## src/sv/ckrt_fifo.sv

```systemverilog
// ----------------------------------------------------------------------------
// ckrt_fifo
// Small register queue with push/full and pop/empty sides.
// ----------------------------------------------------------------------------
module ckrt_fifo #(
  parameter int unsigned WIDTH = 8,
  parameter int unsigned DEPTH = 2
) (
  input  logic             clk_i,
  input  logic             rst_ni,
  input  logic             push_i,
  input  logic [WIDTH-1:0] wdata_i,
  output logic             full_o,
  input  logic             pop_i,
  output logic [WIDTH-1:0] rdata_o,
  output logic             empty_o
);

  localparam int unsigned AW = (DEPTH > 1) ? $clog2(DEPTH) : 1;
  localparam int unsigned CW = $clog2(DEPTH + 1);

  logic [WIDTH-1:0] mem_q [DEPTH];
  logic [AW-1:0]    wr_ptr_q, wr_ptr_d;
  logic [AW-1:0]    rd_ptr_q, rd_ptr_d;
  logic [CW-1:0]    cnt_q, cnt_d;
  logic             wr_en, rd_en;

  assign full_o  = (cnt_q == CW'(DEPTH));
  assign empty_o = (cnt_q == '0);
  assign wr_en   = push_i && !full_o;
  assign rd_en   = pop_i && !empty_o;
  assign rdata_o = mem_q[rd_ptr_q];

  always_comb begin
    wr_ptr_d = wr_ptr_q;
    rd_ptr_d = rd_ptr_q;
    cnt_d    = cnt_q;
    if (wr_en) begin
      wr_ptr_d = (wr_ptr_q == AW'(DEPTH - 1)) ? '0 : wr_ptr_q + AW'(1);
    end
    if (rd_en) begin
      rd_ptr_d = (rd_ptr_q == AW'(DEPTH - 1)) ? '0 : rd_ptr_q + AW'(1);
    end
    if (wr_en && !rd_en) begin
      cnt_d = cnt_q + CW'(1);
    end else if (rd_en && !wr_en) begin
      cnt_d = cnt_q - CW'(1);
    end
  end

  always_ff @(posedge clk_i or negedge rst_ni) begin
    if (!rst_ni) begin
      wr_ptr_q <= '0;
      rd_ptr_q <= '0;
      cnt_q    <= '0;
    end else begin
      wr_ptr_q <= wr_ptr_d;
      rd_ptr_q <= rd_ptr_d;
      cnt_q    <= cnt_d;
    end
  end

  always_ff @(posedge clk_i) begin
    if (wr_en) begin
      mem_q[wr_ptr_q] <= wdata_i;
    end
  end

endmodule

```

## config.mk

```make
export PLATFORM = sky130hd
export DESIGN_NAME = ckrt_fifo
export DESIGN_NICKNAME = d
export VERILOG_FILES = /design/src/sv/ckrt_fifo.sv
export SDC_FILE = /design/constraint.sdc
export NUM_CORES = 1
export LEC_CHECK = 0
export BUFFER_PORTS_ARGS = -buffer_cell sky130_fd_sc_hd__buf_2
export CORE_AREA = 2 2 46 48
export CTS_CLUSTER_DIAMETER = 80
export DETAILED_ROUTE_END_ITERATION = 6
export DIE_AREA = 0 0 48 50
export PLACE_DENSITY = 0.66
export SLEW_MARGIN = 0
export SYNTH_ARGS = -nofsm -noshare
export SYNTH_HDL_FRONTEND = slang
export SYNTH_SLANG_ARGS = --single-unit
export TNS_END_PERCENT = 1
```

## constraint.sdc

```tcl
create_clock -name clk_i -period 1.9 [get_ports clk_i]
set_input_delay 0.095 -clock clk_i [delete_from_list [all_inputs] [get_ports clk_i]]
set_output_delay 0.095 -clock clk_i [all_outputs]
set_load 0.01 [all_outputs]
```

* After elaboration in Yosys (flattened, before gate mapping)
Memories as Yosys holds them, arrays and structs flattened.
Cells that the tools add are included.
** Storage, ports and cells
- Bits in latches :: 0
- Bits in writable memories :: 16
- Bits in read-only memories :: 0
- Output and inout port bits :: 10
- Memories kept :: 1
- Bits in registers :: 4
- Word-level logic and storage cells :: 25
- Bits of input ports :: 12
** Cells by class
- Reductions and logical operators :: 10
- Shift operators :: 0
- Multipliers :: 0
- Add/sub/neg operators :: 4
- Bitwise gates (word level) :: 0
- Order comparisons :: 0
- Divide/modulo/power cells :: 0
- Equality and inequality tests :: 1
- Muxes and demuxes :: 6
** Memories
- mem_q :: depth 2, bits a word 8, read ports 1, clocked after Yosys merged registers in 0, write ports 1, RTL line 22 : logic [WIDTH-1:0] mem_q [DEPTH];
** Operators with widths (count)
- 1-bit logical AND :: 4
- 1-bit logical NOT :: 4
- 1-bit 2-to-1 mux :: 4
- 2-bit 2-to-1 mux :: 2
- 1-bit adder (second input constant) :: 2
- 2-bit by 1-bit adder with 2-bit output (second input constant) :: 1
- 2-bit == test (second input constant) :: 1
- 2-bit logical NOT :: 1
- 2-bit nonzero test :: 1
- 2-bit by 1-bit subtractor with 2-bit output (second input constant) :: 1

* Depth between registers and ports, before layout
- Depth after elaboration :: 7
- Gate-level depth with buffers :: 7
- Mapped depth without buffers :: 7

* Worst setup path before layout
OpenSTA, ideal clock, no wires.
- Path kind :: register to register
- Start :: register cnt_q[0]
- End :: memory mem_q[0][0] (enable)
- Arrival time :: 1.022 ns
- Required time :: 1.530 ns
- Library setup time :: 0.370 ns
- Clock period less this slack :: 1.392 ns
- Cell stages (with the launch flop) :: 4
- Path buffers :: 0
- Slack :: 0.508 ns
- Cells stage by stage :: dfrtp_1 -> nand2b_1 -> nand2_2 -> nor2_1
** On the way
- Cells in the longest elaborated chain, start to end :: 5
** Ends and longest elaborated chain
- from (decl) :: RTL line 25 : logic [CW-1:0] cnt_q, cnt_d;
- from (signal assigned) :: RTL line 59 : cnt_q <= cnt_d;
- 2-bit == test :: RTL line 28 : assign full_o = (cnt_q == CW'(DEPTH));
- 1-bit logical NOT :: RTL line 30 : assign wr_en = push_i && !full_o;
- 1-bit logical AND :: RTL line 30
- 1-bit 2-to-1 mux :: RTL line 64 : if (wr_en) begin
- 1-bit 2-to-1 mux (not written as such) :: RTL line 65 : mem_q[wr_ptr_q] <= wdata_i;
- to (decl) :: RTL line 22
Every way passes these cells.

* Worst setup path after layout
- Start :: register rd_ptr_q
- End :: output port rdata_o[7]
** On the way
- Cells in the longest elaborated chain, start to end :: 1
** Ends and longest elaborated chain
- from (decl) :: RTL line 24 : logic [AW-1:0] rd_ptr_q, rd_ptr_d;
- from (signal assigned) :: RTL line 58 : rd_ptr_q <= rd_ptr_d;
- memory read 2 x 8 bit
- to (decl) :: RTL line 15 : output logic [WIDTH-1:0] rdata_o,
Every way passes these cells.

==> metrics.txt <==
clock transition at the registers of the reported paths=~0.10 ns; routed len/inst=11.6 um; max frequency=around 0.67 GHz; GRT Total Usage=0.124; clk_lat worst skew=0.29 ns; Mean Syn Cell Area=17.8 sq um; vias in the first global route=440; Max-Cap Viols=0; Worst Setup SP=rd_ptr_q; core area=1900 sq um; Initial Util=0.411; top cells by area, synth=edfxtp_1 61%, dfrtp_1 13%, mux2_1 8.6%; r2r startpoint=cnt_q[0]; hpwl dp=841 um; post-route cell area=1040 sq um; Place WS=0.447 ns; worst flop-to-flop path endpoint=cnt_q[1]; skew final=0.00454 ns; Post-CTS Resized=0; H-tree levels=1; CP Class=reg -> out; io pins=22; Tmin final=1.49 ns; first drt pass iteration count=4; Worst Path Arrival=1.40 ns; root buffer cell=clkbuf_4; I/O Buffers=21; RSZ-0062 raised after global routing=false; status=completed; drt total wl=roughly 1200 um; Num Clock Sinks=20; Critical Path Start Type=flip-flop; die area=~2400 sq um; Final TNS setup=0 ns; VDD IR-drop max=0.696 mV; Die Span Y=around 50 um; die width=48 um; synthesized cell area=782 sq um; Congestion Overflow GR=0; number of antenna violations at the first check in global routing=0; power density cells=1320 nW/um^2; diode count=0; site row count=16; Worst Setup End Kind=primary output; CTS Buf Count=3; R2R Setup Slk=0.44 ns; Worst slew margin=0.745; Final #Nets=92; Critical Path RT=1.80 ns; Max Buffers Root-to-Sink=2; Setup crit end=rdata_o[7]; utilization after layout=0.547; proportion of layout cells with a drive suffix above 1=0.372; worst slew pin tran=around 0.38 ns; Via density=4.30; Via Count=452; Seq cells post-synth=20; Syn. warnings=0; post-CTS setup buffer count=0; global-route wire length before repair=1970 um; area delta synth->final=33.0%; Final WS setup=0.407 ns; largest net degree at the start of global routing=12; DRT iter0 DRCs=8; post-synth top area cell=edfxtp_1; Yosys top cell area share=0.614; Antenna Nets Post-Route=0; CP max FO=9; CTS tree=yes; register area share after synthesis=0.742; cts hold-fix bufs=9; worst-case reg-to-reg path depth=6; Slew Viols, Final=0; final worst path period share=0.786; Hold WS=between 0.09 and 0.1 ns; Lkg Pwr=0.000432 uW; Gate Count Post-Synth=44; synth unique cells=15; Syn Nets=57; final hold viol count=0; placed cell area=923 sq um; Hold Path Class=in -> reg; final RePlAce weighted congestion=0.724; Setup violations, final=0; drc violations=0
[cells in the mapped netlist]
library cell / number
and3_1: 1
buf_2: 1
dfrtp_1: 4
edfxtp_1: 16
ha_1: 1
inv_1: 2
mux2_1: 6
mux2_2: 2
nand2_2: 1
nand2b_1: 1
nor2_1: 3
o21ai_1: 1
xnor2_1: 2
xnor2_2: 1
xor2_1: 2
[metrics by stage]
stage	total power, uW	std cells
after detailed placement	1180	92
after global routing	1490	105
after global placement	1170	92
final	1370	105
after floorplan	1010	44
after CTS	1390	105
[kinds of logic after synthesis]
| logic type | Yosys count | share of synthesized area |
|---|---|---|
| xor gates and xnor gates | 5 | 0.0656 |
| AOI/OAI and AO/OA | 1 | 0.00639 |
| and+or+nand+nor | 6 | 0.0384 |
| muxes | 8 | 0.115 |
| buffers and inverters | 3 | 0.0160 |
| DFF | 20 | 0.742 |
| adders and majority gates | 1 | 0.0160 |
[critical path, cell delays in order (launching register included)]
cell	delay [ns]
dfrtp_1	0.59
mux2_2	0.39
buf_2	0.14
[cell usage in the layout (no fill, tap or decap)]
cell type,instances
mux2_1,6
inv_1,2
clkbuf_1,1
nor2_1,3
nand2_2,1
o21ai_1,1
dlygate4sd3_1,9
and3_1,1
buf_4,1
dfrtp_1,4
mux2_2,2
nand2b_1,1
xnor2_1,2
ha_1,1
xor2_1,2
clkbuf_4,3
buf_2,21
xnor2_2,1
edfxtp_1,16
[worst min path at each step]
stage | start | end | slack [ns] | cells after the start
floorplan | rst_ni | cnt_q[0] | -0.20 | 0
global placement | rst_ni | cnt_q[1] | -0.09 | 1
detailed placement | rst_ni | cnt_q[0] | -0.09 | 1
CTS | push_i | wr_ptr_q | 0.08 | 3
global route | push_i | wr_ptr_q | 0.09 | 3
finish | push_i | wr_ptr_q | 0.09 | 3
[state kept, by name, indices dropped and copies added (netlist names)]
| register | count |
|---|---|
| rd_ptr_q | 1 |
| mem_q | 16 |
| cnt_q | 2 |
| wr_ptr_q | 1 |
[report_power, final]
group          internal (uW)  switching (uW)  total [uW]
sequential               612            93.6         706
clock                   81.5             115         196
combinational            246             225         471
[layer usage]
layer / GRT usage / share of wire / vias to the layer above / routed length, um
met5: 0 / 0 / - / 0
li1: - / - / 223 / -
met3: 0.0330 / 0.033 / 2 / 40
met1: 0.152 / 0.45 / 215 / 548
met2: 0.191 / 0.50 / 12 / 613
met4: 0.0676 / 0.0099 / 0 / 12
[area by class of cell]
| class | count | area [sq um] |
|---|---|---|
| well taps | 27 | 33.8 |
| flip-flops and latches | 20 | 581 |
| multi-input cells | 21 | 189 |
| repair buffers | 31 | 203 |
| fillers | 167 | 862 |
| clock buffers | 4 | 26.3 |
| inverters | 2 | 7.51 |
No activity file was read; power rests on OpenSTA's default activity.
