$ cat config.mk
export PLATFORM = sky130hd
export DESIGN_NAME = ckrt_back
export DESIGN_NICKNAME = d
export VERILOG_FILES = /design/src/sv/ckrt_pkg.sv /design/src/sv/ckrt_back.sv
export SDC_FILE = /design/constraint.sdc
export NUM_CORES = 1
export LEC_CHECK = 0
export BUFFER_PORTS_ARGS = -buffer_cell sky130_fd_sc_hd__buf_2
export CAP_MARGIN = 20
export CELL_PAD_IN_SITES_DETAIL_PLACEMENT = 0
export CELL_PAD_IN_SITES_GLOBAL_PLACEMENT = 1
export CORE_AREA = 3 3 112 114
export DETAILED_ROUTE_END_ITERATION = 16
export DIE_AREA = 0 0 115 117
export HOLD_SLACK_MARGIN = 0.02
export PLACE_DENSITY_LB_ADDON = 0.05
export SKIP_CTS_REPAIR_TIMING = 1
export SKIP_LAST_GASP = 1
export SLEW_MARGIN = 30
export SYNTH_ARGS = -nofsm -noshare
export SYNTH_HDL_FRONTEND = slang
export SYNTH_SLANG_ARGS = --single-unit
$ cat constraint.sdc
create_clock -name clk_i -period 2.3 [get_ports clk_i]
set_clock_uncertainty 0.05 [all_clocks]
set_input_delay 0.115 -clock clk_i [delete_from_list [all_inputs] [get_ports clk_i]]
set_output_delay 0.115 -clock clk_i [all_outputs]
set_load 0.02 [all_outputs]
$ cat src/sv/ckrt_pkg.sv
// ----------------------------------------------------------------------------
// ckrt_pkg
// Shared types and codes of the compacting keyed record table.
// ----------------------------------------------------------------------------
package ckrt_pkg;

  localparam int unsigned PlateW = 56;
  localparam int unsigned OwnerW = 32;

  typedef enum logic [1:0] {
    CMD_INSERT   = 2'd0,
    CMD_LIST     = 2'd1,
    CMD_RM_PLATE = 2'd2,
    CMD_RM_ID    = 2'd3
  } cmd_e;

  typedef enum logic [2:0] {
    ST_DONE     = 3'd0,
    ST_FULL     = 3'd1,
    ST_NOTFOUND = 3'd2,
    ST_ENTRY    = 3'd3,
    ST_EMPTY    = 3'd4
  } status_e;

  // classified command, as held between front and back
  typedef enum logic [1:0] {
    OP_INSERT = 2'd0,
    OP_LIST   = 2'd1,
    OP_REMOVE = 2'd2
  } op_e;

  typedef enum logic [2:0] {
    CELL_HOLD   = 3'd0,
    CELL_APPEND = 3'd1,
    CELL_MATCH  = 3'd2,
    CELL_REMOVE = 3'd3,
    CELL_ROTATE = 3'd4
  } cell_op_e;

  typedef struct packed {
    logic [1:0]               cmd;
    logic [PlateW-1:0]        plate_key;
    logic signed [OwnerW-1:0] owner_id;
  } in_item_t;

  typedef struct packed {
    logic [2:0]               status;
    logic [PlateW-1:0]        out_plate;
    logic signed [OwnerW-1:0] out_owner;
    logic                     last;
  } out_item_t;

  typedef struct packed {
    op_e                      op;
    logic                     by_id;
    logic [PlateW-1:0]        plate;
    logic signed [OwnerW-1:0] owner;
  } front_item_t;

  typedef struct packed {
    cell_op_e op;
    logic     by_id;
  } cell_ctl_t;

endpackage

$ cat src/sv/ckrt_back.sv
// ----------------------------------------------------------------------------
// ckrt_back
// Command sequencer: runs queued commands on the cell row and writes
// result items into the result queue.
// ----------------------------------------------------------------------------
module ckrt_back #(
  parameter int unsigned DEPTH = 32,
  localparam int unsigned CW = $clog2(DEPTH + 1)
) (
  input  logic                               clk_i,
  input  logic                               rst_ni,
  input  logic                               cmd_empty_i,
  input  ckrt_pkg::front_item_t              cmd_i,
  output logic                               cmd_pop_o,
  output ckrt_pkg::cell_ctl_t                cell_ctl_o,
  input  logic                               any_hit_i,
  input  logic [ckrt_pkg::PlateW-1:0]        head_plate_i,
  input  logic signed [ckrt_pkg::OwnerW-1:0] head_owner_i,
  output logic [CW-1:0]                      count_o,
  input  logic                               res_full_i,
  output logic                               res_push_o,
  output ckrt_pkg::out_item_t                res_item_o
);

  localparam logic [1:0] S_IDLE   = 2'd0;
  localparam logic [1:0] S_REMOVE = 2'd1;
  localparam logic [1:0] S_LIST   = 2'd2;

  logic [1:0]    state_q, state_d;
  logic [CW-1:0] count_q, count_d;
  logic [CW-1:0] idx_q, idx_d;
  logic          list_last;

  assign list_last = ((idx_q + CW'(1)) == count_q);

  always_comb begin
    state_d          = state_q;
    count_d          = count_q;
    idx_d            = idx_q;
    cmd_pop_o        = 1'b0;
    cell_ctl_o.op    = ckrt_pkg::CELL_HOLD;
    cell_ctl_o.by_id = cmd_i.by_id;
    res_push_o       = 1'b0;
    res_item_o       = '0;
    res_item_o.last  = 1'b1;

    unique case (state_q)
      S_IDLE: begin
        if (!cmd_empty_i && !res_full_i) begin
          cmd_pop_o = 1'b1;
          unique case (cmd_i.op)
            ckrt_pkg::OP_INSERT: begin
              res_push_o = 1'b1;
              if (count_q == CW'(DEPTH)) begin
                res_item_o.status = ckrt_pkg::ST_FULL;
              end else begin
                cell_ctl_o.op     = ckrt_pkg::CELL_APPEND;
                count_d           = count_q + CW'(1);
                res_item_o.status = ckrt_pkg::ST_DONE;
              end
            end
            ckrt_pkg::OP_LIST: begin
              if (count_q == '0) begin
                res_push_o        = 1'b1;
                res_item_o.status = ckrt_pkg::ST_EMPTY;
              end else begin
                idx_d   = '0;
                state_d = S_LIST;
              end
            end
            ckrt_pkg::OP_REMOVE: begin
              cell_ctl_o.op = ckrt_pkg::CELL_MATCH;
              state_d       = S_REMOVE;
            end
            default: ;
          endcase
        end
      end
      S_REMOVE: begin
        if (!res_full_i) begin
          res_push_o = 1'b1;
          state_d    = S_IDLE;
          if (any_hit_i) begin
            cell_ctl_o.op     = ckrt_pkg::CELL_REMOVE;
            count_d           = count_q - CW'(1);
            res_item_o.status = ckrt_pkg::ST_DONE;
          end else begin
            res_item_o.status = ckrt_pkg::ST_NOTFOUND;
          end
        end
      end
      S_LIST: begin
        // cell 0 is emitted, then the row rotates by one record
        if (!res_full_i) begin
          res_push_o           = 1'b1;
          res_item_o.status    = ckrt_pkg::ST_ENTRY;
          res_item_o.out_plate = head_plate_i;
          res_item_o.out_owner = head_owner_i;
          res_item_o.last      = list_last;
          cell_ctl_o.op        = ckrt_pkg::CELL_ROTATE;
          idx_d                = idx_q + CW'(1);
          if (list_last) begin
            state_d = S_IDLE;
          end
        end
      end
      default: state_d = S_IDLE;
    endcase
  end

  always_ff @(posedge clk_i or negedge rst_ni) begin
    if (!rst_ni) begin
      state_q <= S_IDLE;
      count_q <= '0;
      idx_q   <= '0;
    end else begin
      state_q <= state_d;
      count_q <= count_d;
      idx_q   <= idx_d;
    end
  end

  assign count_o = count_q;

endmodule

# After elaboration in Yosys (flattened, before gate mapping)
# Index checks and enable logic that the tools add are counted.
# classes
addsub,3
multipliers,0
n_div,0
order_cmp,0
n_eq_ne,17
n_shift,0
n_mux,41
bitwise,0
n_reduce_logical,12
# op_table
op,count
2-to-1 mux 91 bit,1
2-to-1 mux 89 bit,1
2-to-1 mux 6 bit,9
one-hot mux 6 bit (2 select lines),2
2-to-1 mux 2 bit,10
one-hot mux 3 bit (3 select lines),2
"inequality test 2 bit, second input constant",7
"adder 6 x 1 -> 6 bit, second input constant",2
AND reduction 6 bit,2
2-to-1 mux 3 bit,3
one-hot mux 2 bit (2 select lines),2
2-to-1 mux 1 bit,7
== test 6 bit,1
"== test 6 bit, second input constant",1
zero test 6 bit,1
one-hot mux 2 bit (3 select lines),1
one-hot mux 3 bit (2 select lines),1
"subtractor 6 x 1 -> 6 bit, second input constant",1
AND reduction 5 bit,1
"== test 2 x 1 -> 1 bit, second input constant",2
"== test 2 bit, second input constant",2
zero test 2 bit,2
"inequality test 2 x 1 -> 1 bit, second input constant",2
one-hot mux 1 bit (2 select lines),2
6 further kinds,8
# totals
reg_bits,14
latch_bits,0
ram_bits,0
mem_bits_ro,0
out_inout_bits,104
elab_cells,76
n_memories,0

# Depth between registers and ports, before layout
# logic_depth
word_depth,5
ltp_mapped,9
depth_no_buf,9

# Worst setup path after synthesis
# No wires, ideal clock.
# synth_path
path_kind,flip-flop to output port
start,register state_q[0]
end,output port res_item_o[91] in the netlist's numbering
arrival_ns,2.080
required_time_ns,2.135
slack_ns,0.055
path_stages_with_launch,6
cell_sequence,dfrtp_1 -> inv_1 -> ha_1 -> nor3b_2 -> nand2b_1 -> nor4bb_1
# synth_rtl
element,line_no,text
"start, declared",ckrt_back.sv:29,"logic [1:0] state_q, state_d;"
"start signal, assigned",ckrt_back.sv:117,state_q <= state_d;
"end, declared",ckrt_back.sv:22,output ckrt_pkg::out_item_t res_item_o

==> results.yml <==
status:
  status: "completed"
final_layout:
  fillCellCount: 1299
  drive_gt1_share_pct: 50.57
  nNetsFinal: 636
  diodes: 0
  multi_input_area_um2: 1408
  final_util_pct: 27.29
  synthToLayoutAreaGrowth_pct: 71.00
  seqCellArea_um2: 350.3
  final_cell_mix: "197 x buf_2, 92 x and2_1, 14 x dfrtp_1, 11 x nand2_1, 10 x nor2_1"
  fin_cells: 584
  final_common_cell: "buf_2"
worst_setup_path:
  arrival_ps: 1990
  critical-path-max-stage-delay_ps: 410
  crit_required_ps: 2130
  critPathBufInv: 2
  path_cells: "inv_1 -> ha_1 -> nor3b_4 -> nand2b_2 -> nor2_1 -> o21ai_0 -> a21oi_1 -> buf_2"
  path_max_fanout: 6
  critPathKind: "reg2out"
  slowest_stage: "dfrtp_1"
  start_kind: "register"
  cp-end-kind: "primary output"
  critical-path-top-delay-family: "simple AND/OR/NAND/NOR gates"
routing:
  top_layer_used: "met4"
  drc_errors: 0
  wl_met2_mm: 4.671
  wl_met3_um: 510
  firstDrtPassIters: 4
  wl_mm: 8.409
  wl_met1_mm: 3.191
  wl_per_cell_um: 14.40
  ant_nets: 0
  vias_per_cell: 3.923
  vias: 2291
  drtIter0Drc: 112
synth:
  synth_largest_area_cell: "and2_1"
  ys_seq_elements: 14
  netlist-cell-type-count: 49
  async_flop_share_pct: 100.0
  synthFlopType: "dfrtp_1"
  syn_inst: 242
  syn-cell-area_um2: 1838
  avgSynthCellArea_um2: 7.595
  yosysSeqAreaShare_pct: 19.06
  ys.warnings.count: 0
  synth_nets: 436
  synth_edf_count: 0
  synth_area_leaders: "and2_1 31%, dfrtp_1 19%, ha_1 6.1%"
  synth_top_area_share_pct: 31.31
clock_network:
  cts_max_path_buffers: 2
  cts_tree: "yes"
  cts-htree-levels: 1
  clk_pin_slew_ps: 50
  clockRootBuffer: "clkbuf_16"
  clkSinkCount: 14
  clk_latency_ps: 240
  numCtsBuffers: 3
floorplanning:
  die-area_um2: 13460
  io_pins: 288
  coreArea_um2: 11520
  fp.dieW_um: 115
  num_rows: 39
  initial_core_util_pct: 15.96
  die_y_um: 117
sta:
  timing.fmax_ghz: 0.4635
  rsz0062_at_grt: "true"
  fin_crit_ps: 2157
  drv_slew: 0
  setup_viol_count_final: 0
  hold_violations: 0
  max-slew-margin-rel_pct: 75.87
  worst_slew_pin_slew_ps: 361.9
  period_share_pct: 93.80
placed_design:
  place_congestion: 0.6874
  hpwl_mm: 7.329
  numPlacedInstances: 579
  numPortBuffers: 197
hold_path:
  min_path_type: "in2out"
global_routing:
  overflow: 0
  grt_pass1_vias: 2039
  grt_max_degree: 55
  grt_first_pass_wirelength_mm: 11.56
  grt_use_total_pct: 10.98
  antenna_found_initial: 0
power:
  total_power_w: 0.002220
  ir_drop_mv: 0.3839
  p_leak_nw: 1.818
  power_density_nw_per_um2: 706.5
flow_run:
  cap_viol_max_count: 0
==> cell families (layout without fill, tap and decap cells) <==
kind of cell	count (synthesis)	in the layout	share of synthesized area [%]
mux	1	1	0.5446
compound gates	42	42	16.54
simple gates	141	141	45.95
xor+xnor	12	12	5.718
fa+ha+maj	10	10	7.216
flops	14	14	19.06
buf+inv	22	221	4.969
==> layer usage <==
| metal | track usage (%) | vias up |
|---|---|---|
| li1 | - | 1199 |
| met1 | 12.62 | 994 |
| met2 | 21.60 | 96 |
| met3 | 1.285 | 2 |
| met4 | 2.347 | 0 |
| met5 | 0 | - |
==> state kept, by name (all words and copies together), names as in the netlist <==
| signal | cells |
|---|---|
| state_q | 2 |
| idx_q | 6 |
| count_o | 6 |
==> Yosys cell counts, types with 5 or more instances <==
cell type and instances:
and2_1 92, dfrtp_1 14, nand2_1 11, clkbuf_1 10, nor2_1 10, ha_1 9, a21oi_1 8, inv_1 8
o21ai_0 8, xnor2_1 7, nand2b_1 6, nor3_1 5, xor2_1 5
==> metrics by stage <==
step	cell area [um2]	setup WS, ps	hold slack (ps)	setup TNS [ps]
floorplan	1838	54.76	-230.6	0
global placement	3033	185.7	-9.974	0
detailed placement	3033	172.1	-1.449	0
CTS	3122	50.03	-262.7	0
global route	3143	-22.85	180.0	-22.85
finish	3143	142.5	180.0	0
==> path summary, 6_finish.rpt <==
kind | from | to | slack (ps) | cells past startpoint
setup / recovery | state_q[0] | cell_ctl_o[1] | 140 | 8
hold / removal | cmd_i[88] | cell_ctl_o[0] | 180 | 0
setup reg to reg | state_q[1] | count_o[5] | 220 | 8
hold reg to reg | idx_q[1] | idx_q[1] | 480 | 2
max in group asynchronous | rst_ni | idx_q[1] | 1670 | 2
min in group asynchronous | rst_ni | idx_q[0] | 270 | 2
==> final cells by class <==
cell class / instances / area share [%]
clock buffer: 4 / 2.826
inverter: 9 / 1.075
multi-input combinational: 206 / 44.79
sequential: 14 / 11.15
tap: 143 / 5.693
timing repair buffer: 208 / 34.47
==> report_power, final <==
group          switching, W  internal (W)
combinational      0.000801      0.000611
clock              0.000106      0.000264
sequential         0.000118      0.000321
Note: power is estimated with default switching activity, not from simulation.
