==> config.mk <==
export PLATFORM = sky130hd
export DESIGN_NAME = ckrt_front
export DESIGN_NICKNAME = d
export VERILOG_FILES = /design/src/sv/ckrt_pkg.sv /design/src/sv/ckrt_fifo.sv /design/src/sv/ckrt_front.sv
export SDC_FILE = /design/constraint.sdc
export NUM_CORES = 1
export LEC_CHECK = 0
export ABC_AREA = 0
export BUFFER_PORTS_ARGS = -buffer_cell sky130_fd_sc_hd__buf_2
export CORE_MARGIN = 2
export CORE_UTILIZATION = 57
export CTS_CLUSTER_SIZE = 8
export DETAILED_ROUTE_END_ITERATION = 8
export PLACE_DENSITY = 0.95
export SETUP_SLACK_MARGIN = 0.3
export SLEW_MARGIN = 20
export SYNTH_ARGS = -nofsm -noshare
export SYNTH_HDL_FRONTEND = slang
export SYNTH_SLANG_ARGS = --single-unit
==> constraint.sdc <==
create_clock -name clk_i -period 7.85 [get_ports clk_i]
set_input_delay 0.785 -clock clk_i [delete_from_list [all_inputs] [get_ports clk_i]]
set_output_delay 0.785 -clock clk_i [all_outputs]
set_load 0.005 [all_outputs]
==> src/sv/ckrt_pkg.sv <==
// ----------------------------------------------------------------------------
// ckrt_pkg
// Shared types and codes of the compacting keyed record table.
// ----------------------------------------------------------------------------
package ckrt_pkg;

  localparam int unsigned PlateW = 56;
  localparam int unsigned OwnerW = 32;

  typedef enum logic [1:0] {
    CMD_INSERT   = 2'd0,
    CMD_LIST     = 2'd1,
    CMD_RM_PLATE = 2'd2,
    CMD_RM_ID    = 2'd3
  } cmd_e;

  typedef enum logic [2:0] {
    ST_DONE     = 3'd0,
    ST_FULL     = 3'd1,
    ST_NOTFOUND = 3'd2,
    ST_ENTRY    = 3'd3,
    ST_EMPTY    = 3'd4
  } status_e;

  // classified command, as held between front and back
  typedef enum logic [1:0] {
    OP_INSERT = 2'd0,
    OP_LIST   = 2'd1,
    OP_REMOVE = 2'd2
  } op_e;

  typedef enum logic [2:0] {
    CELL_HOLD   = 3'd0,
    CELL_APPEND = 3'd1,
    CELL_MATCH  = 3'd2,
    CELL_REMOVE = 3'd3,
    CELL_ROTATE = 3'd4
  } cell_op_e;

  typedef struct packed {
    logic [1:0]               cmd;
    logic [PlateW-1:0]        plate_key;
    logic signed [OwnerW-1:0] owner_id;
  } in_item_t;

  typedef struct packed {
    logic [2:0]               status;
    logic [PlateW-1:0]        out_plate;
    logic signed [OwnerW-1:0] out_owner;
    logic                     last;
  } out_item_t;

  typedef struct packed {
    op_e                      op;
    logic                     by_id;
    logic [PlateW-1:0]        plate;
    logic signed [OwnerW-1:0] owner;
  } front_item_t;

  typedef struct packed {
    cell_op_e op;
    logic     by_id;
  } cell_ctl_t;

endpackage

==> src/sv/ckrt_fifo.sv <==
// ----------------------------------------------------------------------------
// ckrt_fifo
// Small register queue with push/full and pop/empty sides.
// ----------------------------------------------------------------------------
module ckrt_fifo #(
  parameter int unsigned WIDTH = 8,
  parameter int unsigned DEPTH = 2
) (
  input  logic             clk_i,
  input  logic             rst_ni,
  input  logic             push_i,
  input  logic [WIDTH-1:0] wdata_i,
  output logic             full_o,
  input  logic             pop_i,
  output logic [WIDTH-1:0] rdata_o,
  output logic             empty_o
);

  localparam int unsigned AW = (DEPTH > 1) ? $clog2(DEPTH) : 1;
  localparam int unsigned CW = $clog2(DEPTH + 1);

  logic [WIDTH-1:0] mem_q [DEPTH];
  logic [AW-1:0]    wr_ptr_q, wr_ptr_d;
  logic [AW-1:0]    rd_ptr_q, rd_ptr_d;
  logic [CW-1:0]    cnt_q, cnt_d;
  logic             wr_en, rd_en;

  assign full_o  = (cnt_q == CW'(DEPTH));
  assign empty_o = (cnt_q == '0);
  assign wr_en   = push_i && !full_o;
  assign rd_en   = pop_i && !empty_o;
  assign rdata_o = mem_q[rd_ptr_q];

  always_comb begin
    wr_ptr_d = wr_ptr_q;
    rd_ptr_d = rd_ptr_q;
    cnt_d    = cnt_q;
    if (wr_en) begin
      wr_ptr_d = (wr_ptr_q == AW'(DEPTH - 1)) ? '0 : wr_ptr_q + AW'(1);
    end
    if (rd_en) begin
      rd_ptr_d = (rd_ptr_q == AW'(DEPTH - 1)) ? '0 : rd_ptr_q + AW'(1);
    end
    if (wr_en && !rd_en) begin
      cnt_d = cnt_q + CW'(1);
    end else if (rd_en && !wr_en) begin
      cnt_d = cnt_q - CW'(1);
    end
  end

  always_ff @(posedge clk_i or negedge rst_ni) begin
    if (!rst_ni) begin
      wr_ptr_q <= '0;
      rd_ptr_q <= '0;
      cnt_q    <= '0;
    end else begin
      wr_ptr_q <= wr_ptr_d;
      rd_ptr_q <= rd_ptr_d;
      cnt_q    <= cnt_d;
    end
  end

  always_ff @(posedge clk_i) begin
    if (wr_en) begin
      mem_q[wr_ptr_q] <= wdata_i;
    end
  end

endmodule

==> src/sv/ckrt_front.sv <==
// ----------------------------------------------------------------------------
// ckrt_front
// Accepts command items, classifies them and queues them for the back end.
// ----------------------------------------------------------------------------
module ckrt_front (
  input  logic                  clk_i,
  input  logic                  rst_ni,
  input  logic                  push_i,
  input  ckrt_pkg::in_item_t    item_i,
  output logic                  full_o,
  input  logic                  pop_i,
  output ckrt_pkg::front_item_t item_o,
  output logic                  empty_o
);

  localparam int unsigned FW = $bits(ckrt_pkg::front_item_t);

  ckrt_pkg::front_item_t cls;
  logic [FW-1:0]         q_rdata;

  always_comb begin
    cls.plate = item_i.plate_key;
    cls.owner = item_i.owner_id;
    cls.by_id = (item_i.cmd == ckrt_pkg::CMD_RM_ID);
    unique case (item_i.cmd) inside
      ckrt_pkg::CMD_INSERT:                      cls.op = ckrt_pkg::OP_INSERT;
      ckrt_pkg::CMD_LIST:                        cls.op = ckrt_pkg::OP_LIST;
      ckrt_pkg::CMD_RM_PLATE, ckrt_pkg::CMD_RM_ID: cls.op = ckrt_pkg::OP_REMOVE;
      default:                                   cls.op = ckrt_pkg::OP_LIST;
    endcase
  end

  ckrt_fifo #(
    .WIDTH(FW),
    .DEPTH(2)
  ) u_cmd_q (
    .clk_i  (clk_i),
    .rst_ni (rst_ni),
    .push_i (push_i),
    .wdata_i(cls),
    .full_o (full_o),
    .pop_i  (pop_i),
    .rdata_o(q_rdata),
    .empty_o(empty_o)
  );

  assign item_o = ckrt_pkg::front_item_t'(q_rdata);

endmodule

* Word-level counts from Yosys, hierarchy flattened *
Memories as Yosys holds them, arrays and structs flattened.
Cells that the tools add are included.

word-level totals
  memories = 1
  memory bits (writable) = 182
  flip-flop bits (word level) = 4

operators by class
  equal/unequal tests = 3
  mux-type cells = 7
  reduce and logical (&&, ||, !) cells = 12
  add/subtract/negate cells = 4

memories
  name           depth  width  read ports  clocked after Yosys merged registers in  write ports  line             source
  u_cmd_q.mem_q  2      91     1           0                                        1            ckrt_fifo.sv:22  logic [WIDTH-1:0] mem_q [DEPTH];

operator list
  cell                 count
  $eq 2x2->1 const B   3
  $logic_and 1x1->1    4
  $logic_not 1->1      4
  $logic_not 2->1      2
  $mux 1               4
  $mux 2               2
  $pmux 2 s2           1
  $add 1x1->1 const B  2
  $add 2x1->2 const B  1
  $reduce_bool 2->1    1
  $reduce_or 2->1      1
  $sub 2x1->2 const B  1

* Logic depth before layout (Yosys ltp) *
Gate-level depths: netlist (run 1).

  word-level depth = 7
  depth in mapped cells = 7

* By module *
Synthesis (run 1) repeated with hierarchy kept, for this count alone.

second synthesis, totals
  cells, all modules = 305
  area total of the unflattened synthesis = 7,179.4 um^2

modules (own cells, without submodules)
  module      seq. area each (um^2)  times used  cells an instance  area each (um^2)
  ckrt_fifo   5,565.3                1           302                7,163.1
  ckrt_front  0.0                    1           3                  16.3

* Least setup slack after synthesis (run 1) *
No wires, ideal clock.

  path type = in2reg
  start = input port push_i
  end = memory u_cmd_q.mem_q[0][0] (netlist name), enable pin
  data arrival time = 4,665 ps
  path buffers = 0
  required time = 7,309 ps
  library setup time = 541 ps
  stages on the path = 2
  path slack = 2,644 ps
  cell sequence = nand2_1 nor2_1

between the ends
  word-level cells in the longest chain between the ends = 3

RTL lines
  item                          line             source
  start: declaration            ckrt_front.sv:8  input logic push_i,
  $logic_and 1x1->1             ckrt_fifo.sv:30  assign wr_en = push_i && !full_o;
  $mux 1                        ckrt_fifo.sv:64  if (wr_en) begin
  $mux 1 (not written as such)  ckrt_fifo.sv:65  mem_q[wr_ptr_q] <= wdata_i;
  end: declaration              ckrt_fifo.sv:22

Every way passes these cells.

==> results of run 1 <==
worst max-delay path, delay by kind of cell (launching register included):
family,cells,cell delay (ns)
flops,1,0.90
buf+inv,2,0.95
mux,1,0.43
where the power goes:
part | total (W) | internal (W) | switching (W)
clock network | 0.000790 | 0.000438 | 0.000352
registers | 0.00148 | 0.00136 | 0.000119
logic | 0.000927 | 0.000524 | 0.000403
total | 0.00320 | 0.00232 | 0.000874
state kept, by name, indices dropped and copies added, names as in the netlist:
signal and cells:
u_cmd_q.rd_ptr_q 1, u_cmd_q.mem_q 182, u_cmd_q.cnt_q 2, u_cmd_q.wr_ptr_q 1
logic make-up after synthesis:
| logic type | share of synthesized area, % |
|---|---|
| multiplexers | 18.5 |
| adder cells (fa/ha/maj) | 0.174 |
| AO/OA/AOI/OAI | 0.0696 |
| flip-flops | 77.5 |
| XOR/XNOR | 0.610 |
| AND/OR/NAND/NOR | 0.558 |
| buffers and inverters | 2.61 |
layout make-up:
cell class                      instances  area, µm²  area share [%]
Tap cell                              168        210            2.40
Clock inverter                         13        123            1.40
Clock buffer                           18        429            4.91
Multi-Input combinational cell        106       1440            16.5
Timing Repair Buffer                  190        961            11.0
Sequential cell                       186       5570            63.7
Antenna cell                            2       5.00          0.0572
Inverter                                2       7.51          0.0859
cell usage in the layout, fill, tap and decap left out, drive strengths merged:
cell type / Yosys / final
and2: 1 / 1
and3: 1 / 1
buf: 10 / 190
bufinv: 0 / 1
clkbuf: 1 / 18
clkinv: 0 / 8
clkinvlp: 0 / 1
dfrtp: 4 / 4
diode: 0 / 2
edfxtp: 182 / 182
ha: 1 / 1
inv: 2 / 5
mux2: 91 / 91
nand2: 1 / 1
nand2b: 1 / 1
nor2: 3 / 3
nor2b: 1 / 1
o21ai: 1 / 1
xnor2: 3 / 3
xor2: 2 / 2
through the flow:
stage	power, W	utilization, %
floorplan	0.00217	-
global placement	0.00239	67.3
detailed placement	0.00243	67.3
CTS	0.00323	71.9
global route	0.00334	71.9
finish	0.00320	71.9
worst max-delay path by stage:
stage	endpoint	slack [ns]	cells past startpoint
final	item_o[57]	4.27	3
after global routing	item_o[57]	4.16	3
after CTS	item_o[57]	4.25	3
after detailed placement	item_o[57]	4.74	3
after global placement	item_o[57]	4.78	3
after floorplan	u_cmd_q.mem_q[0][0]	2.64	2
per-layer routing:
layer / GRT usage [%] / vias to the layer above
met4: 7.46 / 0
met2: 32.5 / 138
met3: 7.42 / 16
li1: - / 1602
met1: 21.3 / 1720
met5: 0 / -
==> impl_metrics.toml, run 1 <==
[synth]
yosys.area.top_type = "edfxtp_1"
synth_commonest_cells = "edfxtp_1, mux2_4, mux2_2"
synthTopCellsByArea = "edfxtp_1, mux2_4, buf_12, mux2_2, dfrtp_1"
synthArstFlopShare_pct = 2.15
synth_top_area_share_pct = 76.1
ys_ff_latch = 186
syn_inst = 305
yosysWarningCount = 0
ys_seq_area_share_pct = 77.5
synth_flop_cell = "edfxtp_1"
yosysMostFrequentCell = "edfxtp_1"
syn_avg_cell_area_um2 = 23.5
synth_edf_count = 182
synth_fp_nets = 400
synth_cell_types = 19
synth_area_mm2 = 0.00718

[cts]
cts-root-buf = "clkbuf_16"
clkLatencyLatePin_ns = 0.42
clk_path_buf_depth = 2
cts.clk_slew.worst_paths_ns = 0.06
clock_sinks = 186
post_cts_buffers = 0
numCtsBuffers = 17
ctsResizeCount = 0
cts_htree_levels = 4
cts_tree = "done"
hold_buffers = 0

[final_layout]
area_growth_pct = 21.8
final.fill_count = 717
stdcell_area_mm2 = 0.00874
final_nets = 598
final_cells = 685
layout-drive-gt1-share_pct = 61.0

[grt]
antenna_found_initial = 2
grt-ovfl-total = 0
grt_pass1_vias = 3487
grt_use_total_pct = 18.9
grt_start_max_net_pins = 52
grt_pass1_wl_um = 18200

[worst_setup_path]
r2r-start = "u_cmd_q.cnt_q[0]"
cp_slowest_cell = "dfrtp_4"
cp-start-kind = "flop"
required_ns = 7.07
reg2reg_to = "u_cmd_q.mem_q[1][59]"
crit_chain = "buf_4 -> mux2_2 -> buf_2"
rrSetupSlack_ns = 5.57
critPathMaxStageDelay_ns = 0.90
cp.arrival_ns = 2.79
worstRegToRegCells = 3
worstSetupStartpoint = "u_cmd_q.rd_ptr_q"
worst-setup-path-type = "flop to output pin"
crit_fanout = 51
worst_setup_path_end_kind = "output pin"

[placed_design]
dp_slack_ns = 4.74
dp_hpwl_um = 8280
place_area_mm2 = 0.00819
post-place-cells = 652
port_buffers = 186
gp_congestion = 0.690

[route]
wl_per_cell_um = 18.2
drtAntennaViolNets = 0
vias = 3476
highest_layer = "met4"
routed_via_density = 5.07
route.met3.wl_um = 950
drc = 0
firstDrtPassIters = 4
drt-initial-drc-count = 178
wl_met1_um = 4670
wl_met2_um = 6670
routed_wl_um = 12500

[power]
p_leak_nw = 3.52
powerDensity_mw_per_mm2 = 366
irDropWorstVdd_uv = 280

[floorplanning]
dieHeight_um = 116
core_area_mm2 = 0.0122
rows = 40
pin_count = 187
initial_core_util_pct = 59.0
die_area_mm2 = 0.0135
die_w_um = 116

[timing]
worst_pin_slew_ns = 0.901
tns_ns = 0
period_share_pct = 45.6
hold_viol_final = 0
timing.hold.ws_ns = 0.155
setup_viol = 0
finalCriticalPeriod_ns = 3.58
max_freq_mhz = 279
fin_skew_ns = 0.00763
slew_headroom_pct = 39.9
slew_violations = 0
fin_ws_ns = 4.27
rsz0062_at_grt = "no"

[run]
drv_cap = 0

[min_path]
hp-class = "input port to async pin"

[status]
status = "finished, final reports clean"
Power figures use the tool's default switching activity.
==> run 2: changes to the inputs <==
--- a/config.mk
+++ b/config.mk
@@ -8,10 +8,10 @@
 export ABC_AREA = 0
 export BUFFER_PORTS_ARGS = -buffer_cell sky130_fd_sc_hd__buf_2
 export CORE_MARGIN = 2
-export CORE_UTILIZATION = 57
+export CORE_UTILIZATION = 47
 export CTS_CLUSTER_SIZE = 8
 export DETAILED_ROUTE_END_ITERATION = 8
-export PLACE_DENSITY = 0.95
+export PLACE_DENSITY = 0.85
 export SETUP_SLACK_MARGIN = 0.3
 export SLEW_MARGIN = 20
 export SYNTH_ARGS = -nofsm -noshare
==> constraint.sdc (replaced) <==
create_clock -name clk_i -period 3.15 [get_ports clk_i]
set_input_delay 0.315 -clock clk_i [delete_from_list [all_inputs] [get_ports clk_i]]
set_output_delay 0.315 -clock clk_i [all_outputs]
set_load 0.005 [all_outputs]
==> run 2 against run 1 <==
  * Clock power rose to 2.5 times the previous value
  * First-iteration DRC count down 12%
  * Highest routed layer unchanged
  * Sequential cell count unchanged
  * Clock-buffer cell count up 6
  * Wire length down 0.65%
  * Power rose to 2.5 times the previous value
  * Largest cell class unchanged
  * Sequential power increased by 140%
  * Die area up 21%
  * Core utilization is 13 points lower
  * Worst setup slack worse by 3.2 ns
==> impl_metrics.toml, run 2 (synthesized netlist as in run 1, its figures left out) <==
[run]
drv_cap = 0

[cts]
clk_path_buf_depth = 2
numCtsBuffers = 17
clock_sinks = 186
cts_tree = "done"
cts-root-buf = "clkbuf_16"
clkLatencyLatePin_ns = 0.42
cts_htree_levels = 4
cts.clk_slew.worst_paths_ns = 0.07
ctsResizeCount = 0

[grt]
grt_use_total_pct = 15.2
grt_pass1_vias = 3688
grt_pass1_wl_um = 18400
antenna_found_initial = 1
grt_start_max_net_pins = 53
grt-ovfl-total = 0

[power]
p_int_w = 0.00594
powerDensity_mw_per_mm2 = 909
clock_power_share_pct = 24.9
p_sw_w = 0.00212
sw_frac_of_total_pct = 26.3
p_leak_nw = 3.56
power_frac_comb_pct = 31.1
total_power_w = 0.00806
irDropWorstVdd_uv = 717
p_seq_share_pct = 44.0

[floorplanning]
core_area_mm2 = 0.0151
pin_count = 187
die_w_um = 128
die_area_mm2 = 0.0163
dieHeight_um = 128
initial_core_util_pct = 47.6
rows = 45

[status]
status = "finished, final reports clean"

[worst_setup_path]
worst-setup-path-type = "flop to output pin"
reg2reg_to = "u_cmd_q.mem_q[0][38]"
setup.worst_path.end = "item_o[32]"
cp.arrival_ns = 1.74
crit_fanout = 52
worstSetupStartpoint = "u_cmd_q.rd_ptr_q"
cp-start-kind = "flop"
worst_setup_path_end_kind = "output pin"
worstRegToRegCells = 4
required_ns = 2.83
rrSetupSlack_ns = 1.13
r2r-start = "u_cmd_q.cnt_q[0]"

[timing]
rsz0062_at_grt = "no"
worst_pin_slew_ns = 0.749
period_share_pct = 65.4
setup_viol = 0
hold_viol_final = 0
max_freq_mhz = 485
tns_ns = 0
fin_ws_ns = 1.09
fin_skew_ns = 0.0105
slew_violations = 0
slew_headroom_pct = 50.0
finalCriticalPeriod_ns = 2.06

[final_layout]
top_register = "u_cmd_q.mem_q"
final.fill_count = 1117
mostFrequentLayoutCells = "buf_2, edfxtp_1, mux2_4"
layout_commonest_cell = "buf_2"
biggestRegsByFlops = "u_cmd_q.mem_q (182), u_cmd_q.cnt_q (2)"
layout-drive-gt1-share_pct = 60.1
largest_reg_flops = 182
final_nets = 601
area_growth_pct = 23.4

[route]
routed_wl_um = 12400
drtAntennaViolNets = 0
firstDrtPassIters = 4
routed_via_density = 4.97
wl_per_cell_um = 17.5
drt-initial-drc-count = 157
drc = 0
vias = 3518

[placed_design]
gp_congestion = 0.722
port_buffers = 186
dp_hpwl_um = 8350
dp_slack_ns = 1.13

[min_path]
whs_path_depth = 1
hp-class = "input port to flop"
run 2: changes by cell type in the layout (fill, tap and decap cells not counted):
cell	change
bufinv_16	+1
clkbuf_8	+1
diode_2	-1
buf_12	+5
clkinv_2	+1
inv_6	-3
clkinv_4	-3
clkinvlp_4	-1
dlygate4sd3_1	+1
clkbuf_1	+5
buf_4	-3
run 2: worst min path at each step:
stage	start	end	slack (ns)
floorplan	rst_ni	u_cmd_q.cnt_q[0]	0.02
global placement	rst_ni	u_cmd_q.cnt_q[1]	0.12
detailed placement	rst_ni	u_cmd_q.cnt_q[1]	0.13
CTS	item_i[57]	u_cmd_q.mem_q[0][57]	0.05
global route	item_i[64]	u_cmd_q.mem_q[0][64]	0.05
finish	item_i[20]	u_cmd_q.mem_q[0][20]	0.08
run 2: metrics by stage:
stage	cell area [µm²]	instances	hold WS, ns	utilization [%]
after floorplan	7190	305	0.0194	-
after global placement	8290	674	0.121	54.9
after detailed placement	8290	674	0.128	54.9
after CTS	8860	707	0.0515	58.7
after global routing	8860	707	0.0490	58.7
final	8860	708	0.0781	58.7
run 2: cell type report:
type / instances / area, µm² / share of cell area, %
multi-input cells: 106 / 1440 / 16.2
diodes: 1 / 2.50 / 0.0282
inverters: 2 / 7.51 / 0.0847
flip-flops and latches: 186 / 5570 / 62.8
well taps: 188 / 235 / 2.65
repair buffers: 193 / 1050 / 11.8
clock inverters: 8 / 97.6 / 1.10
clock buffers: 24 / 462 / 5.21
run 2: power groups by stage:
stage               Sequential [W]  Combinational [W]  Clock, W
CTS                        0.00355            0.00256   0.00207
global route               0.00359            0.00270   0.00215
finish                     0.00355            0.00250   0.00201
detailed placement         0.00360            0.00255         0
floorplan                  0.00356            0.00182         0
global placement           0.00356            0.00250         0
run 2: what timing repair did:
item | CTS | global route
endpoints found under the hold margin | 4 | 0
hold buffers | 1 | 0
buffers inserted | 0 | 0
run 2: worst max-delay path, cell delays in order (launching register included):
cell and delay, ns:
dfrtp_4 0.44, buf_12 0.33, mux2_4 0.35, buf_2 0.13
run 2: metal layers:
metal | global-route usage, % | part of all wire (%) | vias up
li1 | - | - | 1605
met1 | 16.6 | 39 | 1759
met2 | 26.5 | 53 | 138
met3 | 6.45 | 7.2 | 16
met4 | 5.37 | 1.5 | 0
met5 | 0 | 0 | -
==> run 3: changes to the inputs <==
--- a/config.mk
+++ b/config.mk
@@ -8,10 +8,10 @@
 export ABC_AREA = 0
 export BUFFER_PORTS_ARGS = -buffer_cell sky130_fd_sc_hd__buf_2
 export CORE_MARGIN = 2
-export CORE_UTILIZATION = 47
+export CORE_UTILIZATION = 52
 export CTS_CLUSTER_SIZE = 8
 export DETAILED_ROUTE_END_ITERATION = 8
-export PLACE_DENSITY = 0.85
+export PLACE_DENSITY = 0.89
 export SETUP_SLACK_MARGIN = 0.3
 export SLEW_MARGIN = 20
 export SYNTH_ARGS = -nofsm -noshare
==> constraint.sdc (replaced) <==
create_clock -name clk_i -period 1.9 [get_ports clk_i]
set_input_delay 0.19 -clock clk_i [delete_from_list [all_inputs] [get_ports clk_i]]
set_output_delay 0.19 -clock clk_i [all_outputs]
set_load 0.005 [all_outputs]
==> run 3 against run 2 <==
  * Die area shrank 9.3%
  * Global-route usage grew 6.6 points
  * Wire length grew 34%
  * Hold slack gained 0.023 ns
  * Worst setup slack lost 1.1 ns
  * Sequential share of layout area shrank 10 points
  * Clock power grew 77%
  * Final cell count grew 13%
  * Via count grew 13%
  * Clock-buffer cell count shrank 6
  * Critical path type unchanged
  * Largest cell class unchanged
  * Highest routed layer unchanged
==> impl_metrics.toml, run 3 (synthesized netlist as in run 1, its figures left out) <==
[power]
powerDensity_mw_per_mm2 = 1480
clock_power_share_pct = 22.6
p_int_w = 0.0115
irDropWorstVdd_uv = 910
p_seq_share_pct = 37.9
sw_frac_of_total_pct = 27.0
power_frac_comb_pct = 39.5
p_sw_w = 0.00423
p_leak_nw = 4.28

[grt]
grt_use_total_pct = 21.8
antenna_found_initial = 0
grt_pass1_wl_um = 23200
grt-ovfl-total = 0
grt_start_max_net_pins = 56
grt_pass1_vias = 4369

[min_path]
whs_path_depth = 3
hp-class = "input port to flop"

[worst_setup_path]
rrSetupSlack_ns = 0.41
cp.depth = 4
required_ns = 1.71
cp_slowest_cell = "dfrtp_4"
worst_setup_path_end_kind = "output pin"
cp_top_family = "flip-flops"
setup.worst_path.end = "item_o[43]"
critPathMaxStageDelay_ns = 0.50
worstSetupStartpoint = "u_cmd_q.rd_ptr_q"
cp.arrival_ns = 1.71
crit_fanout = 8
worst-setup-path-type = "flop to output pin"
crit_buf_inv = 3
reg2reg_to = "u_cmd_q.cnt_q[1]"
cp-start-kind = "flop"
r2r-start = "u_cmd_q.cnt_q[1]"
worstRegToRegCells = 5
crit_chain = "buf_12 -> clkbuf_16 -> mux2_4 -> buf_6"

[route]
drt-initial-drc-count = 305
vias = 3992
drc = 0
wl_per_cell_um = 20.8
routed_via_density = 4.97
routed_wl_um = 16700
drtAntennaViolNets = 0
firstDrtPassIters = 4

[cts]
cts_tree = "done"
clk_path_buf_depth = 2
cts.clk_slew.worst_paths_ns = 0.07
cts-root-buf = "clkbuf_16"
cts_htree_levels = 4
numCtsBuffers = 17
clock_sinks = 186
clkLatencyLatePin_ns = 0.43

[final_layout]
final_nets = 709
layout_commonest_cell = "edfxtp_1"
area_growth_pct = 47.4
top_register = "u_cmd_q.mem_q"
largest_reg_flops = 182
final_cells = 803
diodes = 0
layout-drive-gt1-share_pct = 53.7
utilization_pct = 79.3
final.fill_count = 666
biggestRegsByFlops = "u_cmd_q.mem_q (182), u_cmd_q.cnt_q (2)"
mostFrequentLayoutCells = "edfxtp_1, buf_2, dlygate4sd3_1"

[placed_design]
dp_hpwl_um = 9070
gp_congestion = 0.747
port_buffers = 186
post-place-cells = 666

[floorplanning]
pin_count = 187
die_w_um = 122
dieHeight_um = 122
rows = 42
die_area_mm2 = 0.0148
core_area_mm2 = 0.0133
initial_core_util_pct = 53.8

[timing]
finalCriticalPeriod_ns = 1.90
slew_violations = 0
setup_viol = 0
hold_viol_final = 0
fin_skew_ns = 0.0128
rsz0062_at_grt = "yes"
slew_headroom_pct = 78.4
worst_pin_slew_ns = 0.320
period_share_pct = 99.8
max_freq_mhz = 528

[status]
status = "finished, final reports clean"

[run]
drv_cap = 0
[run 3: cell types whose count changed in the layout (fill, tap and decap cells not counted), moves of 2 or more]
| cell | before | now |
|---|---|---|
| clkbuf_16 | 17 | 23 |
| buf_2 | 186 | 118 |
| dlygate4sd3_1 | 1 | 90 |
| mux2_2 | 11 | 9 |
| clkinv_4 | 2 | 4 |
| clkinv_2 | 4 | 1 |
| clkbuf_1 | 6 | 1 |
| buf_12 | 5 | 11 |
| buf_6 | 0 | 73 |
| clkinv_1 | 0 | 2 |
| mux2_4 | 80 | 82 |
| inv_6 | 0 | 2 |
| clkinvlp_4 | 0 | 2 |
[run 3: worst min-delay path by stage]
stage	end	startpoint	slack (ns)
after floorplan	u_cmd_q.cnt_q[0]	rst_ni	-0.11
after global placement	u_cmd_q.cnt_q[1]	rst_ni	-0.002
after detailed placement	u_cmd_q.cnt_q[1]	rst_ni	0.002
after CTS	u_cmd_q.rd_ptr_q	pop_i	0.08
after global routing	u_cmd_q.rd_ptr_q	rst_ni	0.09
final	u_cmd_q.rd_ptr_q	pop_i	0.10
[run 3: worst min-delay path, delay by kind of cell]
| family | cells | cell delay [ns] |
|---|---|---|
| buf+inv | 1 | 0.09 |
| compound gates | 1 | 0.13 |
| xor+xnor | 1 | 0.08 |
[run 3: cell type report]
| type | count | area (µm²) | area share [%] |
|---|---|---|---|
| inverters | 2 | 7.51 | 0.0709 |
| clock inverters | 14 | 170 | 1.61 |
| clock buffers | 18 | 429 | 4.05 |
| flip-flops and latches | 186 | 5570 | 52.6 |
| multi-input cells | 106 | 1460 | 13.8 |
| repair buffers | 301 | 2730 | 25.8 |
| well taps | 176 | 220 | 2.08 |
[run 3: timing repair]
action	in CTS	in global routing
pin swaps	0	1
gates resized for setup	74	5
buffers inserted	2	5
hold buffers	90	0
endpoints found under the hold margin	182	0
setup endpoints to repair	91	172
cloned	0	8
[run 3: power by group through the flow]
stage / Clock (W) / Combinational, W / Sequential (W)
detailed placement: 0 / 0.00433 / 0.00606
CTS: 0.00358 / 0.00548 / 0.00594
finish: 0.00355 / 0.00619 / 0.00594
floorplan: 0 / 0.00303 / 0.00591
global placement: 0 / 0.00421 / 0.00598
global route: 0.00377 / 0.00652 / 0.00600
[run 3: per-stage QoR]
step	hold slack (ns)	TNS, ns	instance area [µm²]	power [W]	setup WS [ns]
2_1_floorplan	-0.106	-69.47	7200	0.00894	-0.490
3_3_place_gp	-0.00182	0	8370	0.0102	0.380
3_5_place_dp	0.00188	0	8370	0.0104	0.335
4_1_cts	0.0777	0	10300	0.0150	0.00586
5_1_grt	0.0940	-1.09	10600	0.0163	-0.0392
6_report	0.101	0	10600	0.0157	0.00452
[run 3: per-layer routing]
layer / vias up / track usage, % / part of all wire, %
li1: 1819 / - / -
met1: 1969 / 21.9 / 35
met2: 168 / 41.3 / 56
met3: 36 / 6.16 / 5.6
met4: 0 / 10.1 / 2.8
met5: - / 0 / 0
